**src/rtl/mvmh_pkg.sv**
```systemverilog
`default_nettype none

package mvmh_pkg;

  localparam int MAX_LENGTH_DEF = 64;

  localparam int IDX_W    = 6;
  localparam int MULT_W   = 64;
  localparam int WORD_W   = 32;
  localparam int CNT_W    = 7;
  localparam int CFG_W    = 64;
  localparam int CFG_IDX_W = 1;

  localparam logic OP_LOAD = 1'b0;
  localparam logic OP_HASH = 1'b1;

  localparam logic [CFG_IDX_W-1:0] CFG_ADD_OFFSET    = 1'b0;
  localparam logic [CFG_IDX_W-1:0] CFG_VECTOR_LENGTH = 1'b1;

  localparam logic [WORD_W-1:0] MIX_C0 = 32'hed5ad4bb;
  localparam logic [WORD_W-1:0] MIX_C1 = 32'hac4c1b51;
  localparam logic [WORD_W-1:0] MIX_C2 = 32'h31848bab;

  typedef enum logic [2:0] {
    S_IDLE,
    S_MIX0,
    S_MIX1,
    S_MIX2,
    S_MUL,
    S_ACC
  } step_t;

  typedef enum logic [1:0] {
    SH_17,
    SH_11,
    SH_15,
    SH_14
  } shift_sel_t;

  typedef enum logic [1:0] {
    CF_C0,
    CF_C1,
    CF_C2,
    CF_TBL
  } coef_sel_t;

  typedef enum logic [1:0] {
    J_NEXT,
    J_WAIT,
    J_END
  } jump_t;

  typedef struct packed {
    logic       take;
    logic       mul_en;
    shift_sel_t sh;
    coef_sel_t  coef;
    logic       tbl_rd;
    logic       acc;
    jump_t      jmp;
    step_t      nxt;
  } ctrl_t;

  // control store: one word per step
  function automatic ctrl_t ucode(step_t s);
    ctrl_t w;
    w = '{take: 1'b0, mul_en: 1'b0, sh: SH_17, coef: CF_C0, tbl_rd: 1'b0,
          acc: 1'b0, jmp: J_WAIT, nxt: S_IDLE};
    case (s)
      S_IDLE: begin
        w.take = 1'b1;
        w.jmp  = J_WAIT;
      end
      S_MIX0: begin
        w.mul_en = 1'b1;
        w.sh     = SH_17;
        w.coef   = CF_C0;
        w.jmp    = J_NEXT;
        w.nxt    = S_MIX1;
      end
      S_MIX1: begin
        w.mul_en = 1'b1;
        w.sh     = SH_11;
        w.coef   = CF_C1;
        w.jmp    = J_NEXT;
        w.nxt    = S_MIX2;
      end
      S_MIX2: begin
        w.mul_en = 1'b1;
        w.sh     = SH_15;
        w.coef   = CF_C2;
        w.tbl_rd = 1'b1;
        w.jmp    = J_NEXT;
        w.nxt    = S_MUL;
      end
      S_MUL: begin
        w.mul_en = 1'b1;
        w.sh     = SH_14;
        w.coef   = CF_TBL;
        w.jmp    = J_NEXT;
        w.nxt    = S_ACC;
      end
      S_ACC: begin
        w.take = 1'b1;
        w.acc  = 1'b1;
        w.jmp  = J_END;
      end
      default: begin
        w.jmp = J_NEXT;
        w.nxt = S_IDLE;
      end
    endcase
    return w;
  endfunction

endpackage

`default_nettype wire

```
**src/rtl/mvmh_seq.sv**
```systemverilog
`default_nettype none

module mvmh_seq (
  input  wire              clk,
  input  wire              rst_n,
  input  wire              start,
  input  wire              blocked,
  output mvmh_pkg::ctrl_t  ctrl
);
  import mvmh_pkg::*;

  step_t step_r;
  step_t step_nxt;

  always_comb begin
    ctrl = ucode(step_r);
  end

  always_comb begin
    step_nxt = step_r;
    case (ctrl.jmp)
      J_NEXT: begin
        step_nxt = ctrl.nxt;
      end
      J_WAIT: begin
        step_nxt = start ? S_MIX0 : S_IDLE;
      end
      J_END: begin
        if (blocked) begin
          step_nxt = S_ACC;
        end else begin
          step_nxt = start ? S_MIX0 : S_IDLE;
        end
      end
      default: begin
        step_nxt = S_IDLE;
      end
    endcase
  end

  always_ff @(posedge clk) begin
    if (!rst_n) begin
      step_r <= S_IDLE;
    end else begin
      step_r <= step_nxt;
    end
  end

endmodule

`default_nettype wire

```
**src/rtl/mixed_vector_multiply_hash.sv**
```systemverilog
`default_nettype none

// Vector hash: each request either loads a multiplier into the table (taken
// whenever the block is idle) or carries one 32-bit key word. A key word is mixed by four
// passes through one shared 32x32 multiplier, stepped by a small control store, and then
// accumulated; the accumulate step overlaps the acceptance of the next request, so a
// steady stream of key words need not wait for an idle step. The result appears in an
// output register, so a stalled result does not hold up further input unless a second
// vector end has to wait for it. Only the low 32 bits of the multipliers and of the
// starting offset reach the result, and only those are stored. Table entries read
// before they are loaded give undefined results.
module mixed_vector_multiply_hash #(
  parameter int MAX_LENGTH = mvmh_pkg::MAX_LENGTH_DEF
) (
  input  wire                                 clk,
  input  wire                                 rst_n,
  input  wire                                 in_valid,
  output logic                                in_stall,
  input  wire                                 in_opcode,
  input  wire  [mvmh_pkg::IDX_W-1:0]          in_entry_index,
  input  wire  [mvmh_pkg::MULT_W-1:0]         in_multiplier,
  input  wire  [mvmh_pkg::WORD_W-1:0]         in_key_word,
  input  wire                                 in_last,
  output logic                                out_valid,
  input  wire                                 out_stall,
  output logic [mvmh_pkg::WORD_W-1:0]         out_hash_key,
  output logic                                out_length_error,
  input  wire                                 cfg_we,
  input  wire  [mvmh_pkg::CFG_IDX_W-1:0]      cfg_index,
  input  wire  [mvmh_pkg::CFG_W-1:0]          cfg_wdata
);
  import mvmh_pkg::*;

  localparam int AW = (MAX_LENGTH > 1) ? $clog2(MAX_LENGTH) : 1;
  localparam int XW = (AW > CNT_W) ? AW : CNT_W;

  ctrl_t ctrl;

  logic [WORD_W-1:0] offset_r;
  logic [CNT_W-1:0]  vlen_r;

  logic [WORD_W-1:0] x_r;
  logic              last_r;
  logic [WORD_W-1:0] sum_r;
  logic [CNT_W-1:0]  pos_r;
  logic              ovr_r;
  logic [WORD_W-1:0] tbl_rd_r;

  logic              out_valid_r;
  logic [WORD_W-1:0] out_hash_key_r;
  logic              out_length_error_r;

  logic [WORD_W-1:0] tbl_mem [MAX_LENGTH];

  logic              blocked;
  logic              in_take;
  logic              in_acc;
  logic              hash_start;
  logic              load_we;
  logic              acc_fire;
  logic [XW-1:0]     rd_ext;
  logic [XW-1:0]     wr_ext;
  logic [AW-1:0]     rd_addr;
  logic [AW-1:0]     wr_addr;
  logic [WORD_W-1:0] mix_in;
  logic [WORD_W-1:0] coef;
  logic [WORD_W-1:0] prod;

  logic              first;
  logic              in_range;
  logic [CNT_W-1:0]  pos_new;
  logic              ovr_new;
  logic [WORD_W-1:0] sum_base;
  logic [WORD_W-1:0] sum_new;
  logic              err;

  mvmh_seq u_seq (
    .clk     (clk),
    .rst_n   (rst_n),
    .start   (hash_start),
    .blocked (blocked),
    .ctrl    (ctrl)
  );

  // a vector end cannot retire while the previous result is still held
  assign blocked    = ctrl.acc && last_r && out_valid_r && out_stall;
  assign in_take    = ctrl.take && !blocked;
  assign in_stall   = !in_take;
  assign in_acc     = in_valid && in_take;
  assign hash_start = in_acc && (in_opcode == OP_HASH);
  assign load_we    = in_acc && (in_opcode == OP_LOAD) && (int'(in_entry_index) < MAX_LENGTH);
  assign acc_fire   = ctrl.acc && !blocked;

  assign rd_ext  = XW'(pos_r);
  assign wr_ext  = XW'(in_entry_index);
  assign rd_addr = rd_ext[AW-1:0];
  assign wr_addr = wr_ext[AW-1:0];

  always_ff @(posedge clk) begin
    if (load_we) begin
      tbl_mem[wr_addr] <= in_multiplier[WORD_W-1:0];
    end
    if (ctrl.tbl_rd) begin
      tbl_rd_r <= tbl_mem[rd_addr];
    end
  end

  always_ff @(posedge clk) begin
    if (!rst_n) begin
      offset_r <= '0;
      vlen_r   <= CNT_W'(1);
    end else if (cfg_we) begin
      case (cfg_index)
        CFG_ADD_OFFSET:    offset_r <= cfg_wdata[WORD_W-1:0];
        CFG_VECTOR_LENGTH: vlen_r   <= cfg_wdata[CNT_W-1:0];
        default: begin
        end
      endcase
    end
  end

  // xor-shift then multiply, one pass per step
  always_comb begin
    case (ctrl.sh)
      SH_17:   mix_in = x_r ^ (x_r >> 17);
      SH_11:   mix_in = x_r ^ (x_r >> 11);
      SH_15:   mix_in = x_r ^ (x_r >> 15);
      SH_14:   mix_in = x_r ^ (x_r >> 14);
      default: mix_in = x_r;
    endcase
    case (ctrl.coef)
      CF_C0:   coef = MIX_C0;
      CF_C1:   coef = MIX_C1;
      CF_C2:   coef = MIX_C2;
      CF_TBL:  coef = tbl_rd_r;
      default: coef = MIX_C0;
    endcase
  end

  assign prod = mix_in * coef;

  always_ff @(posedge clk) begin
    if (hash_start) begin
      x_r    <= in_key_word + WORD_W'(1);
      last_r <= in_last;
    end else if (ctrl.mul_en) begin
      x_r <= prod;
    end
  end

  // position bookkeeping and the sum are settled in the accumulate step
  always_comb begin
    first    = (pos_r == '0) && !ovr_r;
    in_range = (pos_r < vlen_r) && (int'(pos_r) < MAX_LENGTH);
    pos_new  = in_range ? pos_r + CNT_W'(1) : pos_r;
    ovr_new  = ovr_r || !in_range;
    sum_base = first ? offset_r : sum_r;
    sum_new  = sum_base + (in_range ? x_r : '0);
    err      = ovr_new || (vlen_r == '0) || (int'(vlen_r) > MAX_LENGTH) ||
               (pos_new != vlen_r);
  end

  always_ff @(posedge clk) begin
    if (!rst_n) begin
      pos_r <= '0;
      ovr_r <= 1'b0;
    end else if (acc_fire) begin
      if (last_r) begin
        pos_r <= '0;
        ovr_r <= 1'b0;
      end else begin
        pos_r <= pos_new;
        ovr_r <= ovr_new;
      end
    end
  end

  always_ff @(posedge clk) begin
    if (acc_fire) begin
      sum_r <= sum_new;
    end
  end

  always_ff @(posedge clk) begin
    if (!rst_n) begin
      out_valid_r <= 1'b0;
    end else if (acc_fire && last_r) begin
      out_valid_r <= 1'b1;
    end else if (!out_stall) begin
      out_valid_r <= 1'b0;
    end
  end

  always_ff @(posedge clk) begin
    if (acc_fire && last_r) begin
      out_hash_key_r     <= err ? '0 : sum_new;
      out_length_error_r <= err;
    end
  end

  assign out_valid        = out_valid_r;
  assign out_hash_key     = out_hash_key_r;
  assign out_length_error = out_length_error_r;

endmodule

`default_nettype wire

```
**config.mk**
```make
export PLATFORM = sky130hd
export DESIGN_NAME = mixed_vector_multiply_hash
export DESIGN_NICKNAME = d
export VERILOG_FILES = /design/src/rtl/mvmh_pkg.sv /design/src/rtl/mvmh_seq.sv /design/src/rtl/mixed_vector_multiply_hash.sv
export SDC_FILE = /design/constraint.sdc
export NUM_CORES = 2
export LEC_CHECK = 0
export BUFFER_PORTS_ARGS = -buffer_cell sky130_fd_sc_hd__buf_2
export CORE_MARGIN = 3
export CORE_UTILIZATION = 44
export DETAILED_ROUTE_END_ITERATION = 12
export HOLD_SLACK_MARGIN = 0.08
export SLEW_MARGIN = 20
export SYNTH_ARGS = -nofsm -noshare
export SYNTH_HDL_FRONTEND = slang
export SYNTH_HIERARCHICAL = 1
export SYNTH_SLANG_ARGS = --single-unit
```
**constraint.sdc**
```tcl
create_clock -name clk -period 21.5 [get_ports clk]
set_clock_uncertainty 0.2 [all_clocks]
set_input_delay 1.075 -clock clk [delete_from_list [all_inputs] [get_ports clk]]
set_output_delay 1.075 -clock clk [all_outputs]
set_load 0.02 [all_outputs]
```
### Word-level counts from Yosys, hierarchy flattened

Memories as Yosys holds them, arrays and structs flattened. A register that Yosys moved wholly into a read port is not among the register bits.
Index checks and enable logic that the tools add are counted.

* flip-flop bits (word level): 149
* RAM bits: 2048
* input bits: 174
* output and inout port bits: 35
* word-level logic and storage cells: 91
* memories kept: 1

Memories
* tbl_mem: depth 64, width 32, rd ports 1, clocked after memory_dff 1, wr ports 1, line mixed_vector_multiply_hash.sv:53 `logic [WORD_W-1:0] tbl_mem [MAX_LENGTH];`

* $add $sub $neg: 3
* multipliers: 1
* order comparisons: 3
* eq/ne operators: 15
* muxes and demuxes: 22
* bitwise operators: 6
* reduce and logical (&&, ||, !) cells: 29

Operator list (number)
* 32-bit case mux with 4 select lines: 2
* 32-bit 2-to-1 mux: 4
* 32-bit by 1-bit adder with 32-bit output, second input constant: 1
* 32-bit adder: 1
* 32-bit by 32-bit multiplier with 32-bit output: 1
* 32-bit by 15-bit bitwise XOR with 32-bit output: 1
* 32-bit by 17-bit bitwise XOR with 32-bit output: 1
* 32-bit by 18-bit bitwise XOR with 32-bit output: 1
* 32-bit by 21-bit bitwise XOR with 32-bit output: 1
* 5-bit case mux with 4 select lines: 1
* 7-bit zero test: 2
* 7-bit 2-to-1 mux: 2
* 3-bit case mux with 4 select lines: 1
* 1-bit logical AND: 11
* 2-bit equality test, second input constant: 5
* 1-bit 2-to-1 mux: 9
* 3-bit case mux with 3 select lines: 1
* 7-bit by 1-bit adder with 7-bit output, second input constant: 1
* 7-bit > comparator, second input constant: 1
* 7-bit < comparator: 1
* 7-bit < comparator, second input constant: 1
* 7-bit inequality test: 1
* 2-bit by 1-bit equality test with 1-bit output, second input constant: 3
* 3-bit by 2-bit equality test with 1-bit output, second input constant: 2
* 13 further kinds: 24

### Depth between registers and ports, before layout

* word-level depth: 12
* gate-level depth with buffers: 39
* mapped depth without buffers: 33

### Cells and area by module

Netlist, hierarchy kept.

By module, submodules not included
* mixed_vector_multiply_hash: times used 1, cells an instance 5745, area each 103211.5 um2, sequential area each 66363.6 um2
* mvmh_seq: times used 1, cells an instance 32, area each 281.5 um2, sequential area each 60.1 um2

### Worst setup path before layout

Ideal clock, no wire load.

* path type: reg-to-reg
* start: register u_seq.step_r[1]
* end: register x_r[29], data pin
* library setup time: 0.256 ns
* arrival: 8.946 ns
* required time: 21.044 ns
* path slack: 12.098 ns
* cell stages (with the launch flop): 33
* path buffers: 5
* period minus slack after synthesis: 9.402 ns
* cells stage by stage: dfxtp_1 > buf_6 > and3b_2 > a21o_1 > buf_4 > buf_4 > buf_6 > buf_6 > mux4_2 > xnor2_1 > nor2_1 > fa_1 > inv_1 > fa_1 > fa_1 > fa_1 > inv_1 > fa_1 > inv_1 > fa_1 > inv_1 > fa_1 > fa_1 > ha_1 > a21oi_1 > o31ai_1 > a21o_1 > a21o_1 > a221oi_1 > a21oi_1 > o31a_1 > or3_1 > a31o_2

RTL lines
* start, declared: line mvmh_seq.sv:12 `step_t step_r;`
* start signal, assigned: line mvmh_seq.sv:45 `step_r <= step_nxt;`
* end signal, assigned: line mixed_vector_multiply_hash.sv:144 `x_r <= in_key_word + WORD_W'(1);`
* end signal, assigned: line mixed_vector_multiply_hash.sv:147 `x_r <= prod;`
* end, declared: line mixed_vector_multiply_hash.sv:42 `logic [WORD_W-1:0] x_r;`

### Worst setup path in the final report

* start: register u_seq.step_r[0]
* end: register x_r[31], data pin

* cells in the longest elaborated chain, start to end: 10
* elaborated cells on any way between the ends: 30
* classes of those cells: 1 x mul; 11 x eq/ne; 7 x mux; 11 x reduce/logical

RTL lines
* branches (longest 9 deep; another with 32-bit by 32-bit multiplier with 32-bit output)
* 32-bit 2-to-1 mux *: line mixed_vector_multiply_hash.sv:143 `if (hash_start) begin`

Mark *: on every way between the ends. The select of a mux whose other input is x is not followed.
A chain may end at the register's enable or synchronous reset.

==> impl_metrics.toml <==
[status]
status = "finished, final reports clean"

[detailed_routing]
drt-total-wl_mm = 267
drt-wirelength-per-cell_um = 28.5
vias = 53400
antenna_left = 0
dr.pass1.iters = 5
drc_errors = 0
dr.first_iter.drc_count = 5203
vias_per_cell = 5.71

[critical_path]
startpoint_type = "flip-flop"
cp_slowest_stage_delay_ns = 0.79
worstPathArrival_ns = 11.67
cp_max_fo = 35
cp.required_ns = 21.83
crit_type = "flip-flop to flip-flop"
crit_path_top_delay_cell = "and3b_2"
cp.buffers_inverters = 5
cp_common_cell = "fa_1"
cp-end-kind = "flip-flop"
cpLargestDelayFamily = "adder cells"

[floorplan]
io_pins = 209
dieHeight_um = 491
die_x_um = 491
core_mm2 = 0.233
die_area_mm2 = 0.241
rows = 177
initial_core_util_pct = 44.4

[place]
io_buffers = 144
gp_congestion = 0.886
hpwl_mm = 159

[clocking]
cts_tree = "built"
cts_resized = 0
clkTransAtPathRegs_ns = 0.06
cts.sinks = 2229
clock_latency_ns = 0.88
cts_setup_buffers = 0
cts_root_buf = "clkbuf_16"
htree_num_levels = 4
hold_buffers = 0
numCtsBuffers = 223
clk_path_buf_depth = 3

[timing]
holdWs_ns = 0.230
rsz0062_at_grt = "no"
fin_tns_setup_ns = 0
relSlewSlack_pct = 25.8
finalCritPeriodShare_pct = 52.7
drv_slew = 0
fmax_ghz = 0.0882
hold_viol_final = 0
worst_pin_slew_ns = 1.11
setup_violations = 0
final.min_clock_period_ns = 11.34

[cells_and_area]
drive_above_1_share_pct = 23.3
syn_to_final_growth_pct = 12.2
fin_nets = 6773
fin_util_pct = 49.8
multiInputGateArea_mm2 = 0.0349
regArea_mm2 = 0.0664
nFillCells = 19100

[grt]
grt_usage_pct = 22.3
grt_max_degree = 120
overflow = 0
grt_pass1_vias = 55700
grt_first_pass_wirelength_mm = 391
antenna_found_initial = 14

[yosys]
yosys_warnings = 6
syn_area_per_cell_um2 = 17.9
syn_area_mm2 = 0.103
synth_cells = 5775
synth_nets = 6521

[hold_path]
hold_path.class = "input pin to flip-flop"

[job]
drv_cap = 0
==> per-stage QoR <==
step                      std cells  area [um2]  setup slack (ns)
after floorplan                5775      103000             12.11
final                          9356      116000             10.16
after global placement         8932      109000             10.31
after global routing           9352      116000              9.63
after detailed placement       8932      109000             10.33
after CTS                      9342      116000             10.26
==> flip-flops by register name (all words and copies together), names as in the netlist <==
register,count
last_r,1
offset_r,32
out_hash_key,32
out_length_error,1
out_valid,1
ovr_r,1
pos_r,7
sum_r,32
tbl_mem,2048
tbl_rd_r,32
u_seq/step_r,3
vlen_r,7
x_r,32
==> layout by cell type, fill, tap and decap left out, types with 14 or more instances in the layout <==
cell type,instances
a21boi_0,45
a21o_1,31
a21oi_1,90
and2_1,82
and3_1,18
buf_2,122
buf_4,170
bufinv_16,14
clkbuf_1,44
clkbuf_16,223
clkinv_1,57
clkinv_2,48
dfxtp_1,45
edfxtp_1,2178
fa_1,409
ha_1,163
inv_1,462
mux2_2,35
mux4_2,683
nand2_1,338
nand2b_1,15
nand3_1,36
nand4_1,14
nor2_1,384
nor2_4,65
o21ai_0,48
xnor2_1,116
xor2_1,46
==> worst register-to-register path: cells and delay by family, from the launching register on <==
| family | cells | cell delay, ns |
|---|---|---|
| xor+xnor | 1 | 0.18 |
| compound gates | 11 | 2.71 |
| simple gates | 4 | 2.57 |
| buf+inv | 5 | 0.67 |
| flops | 1 | 0.52 |
| fa+ha+maj | 9 | 4.17 |
==> path summary, 6_finish.rpt <==
kind         cells past startpoint  slack (ns)                  startpoint                  endpoint
min reg2reg                      2        0.27    offset_r[6]$_SDFFE_PN0P_  offset_r[6]$_SDFFE_PN0P_
max reg2reg                     30       10.16  u_seq/step_r[0]$_SDFF_PN0_         x_r[31]$_DFFE_PP_
max                             30       10.16  u_seq/step_r[0]$_SDFF_PN0_         x_r[31]$_DFFE_PP_
min                              1        0.23                     in_last          last_r$_DFFE_PP_
==> layout make-up <==
| cell class | count | share of cell area (%) |
|---|---|---|
| timing repair buffer | 298 | 1.73 |
| clock inverter | 142 | 1.14 |
| tap | 3132 | 3.38 |
| multi-input combinational | 2811 | 30.0 |
| inverter | 464 | 1.50 |
| clock buffer | 268 | 4.96 |
| antenna | 12 | 0.0259 |
| sequential | 2229 | 57.2 |
==> metal layers <==
| layer | routed length, um | part of all wire (%) | vias up | GRT usage, % |
|---|---|---|---|---|
| li1 | - | - | 22400 | - |
| met1 | 111000 | 41 | 28900 | 30.9 |
| met2 | 132000 | 49 | 1762 | 36.6 |
| met3 | 17600 | 6.6 | 380 | 4.03 |
| met4 | 6650 | 2.5 | 0 | 5.87 |
| met5 | 0 | 0 | - | 0 |
Power is not shown: default switching activity piles up to over one toggle a cycle in this logic, so the estimate is an artifact.
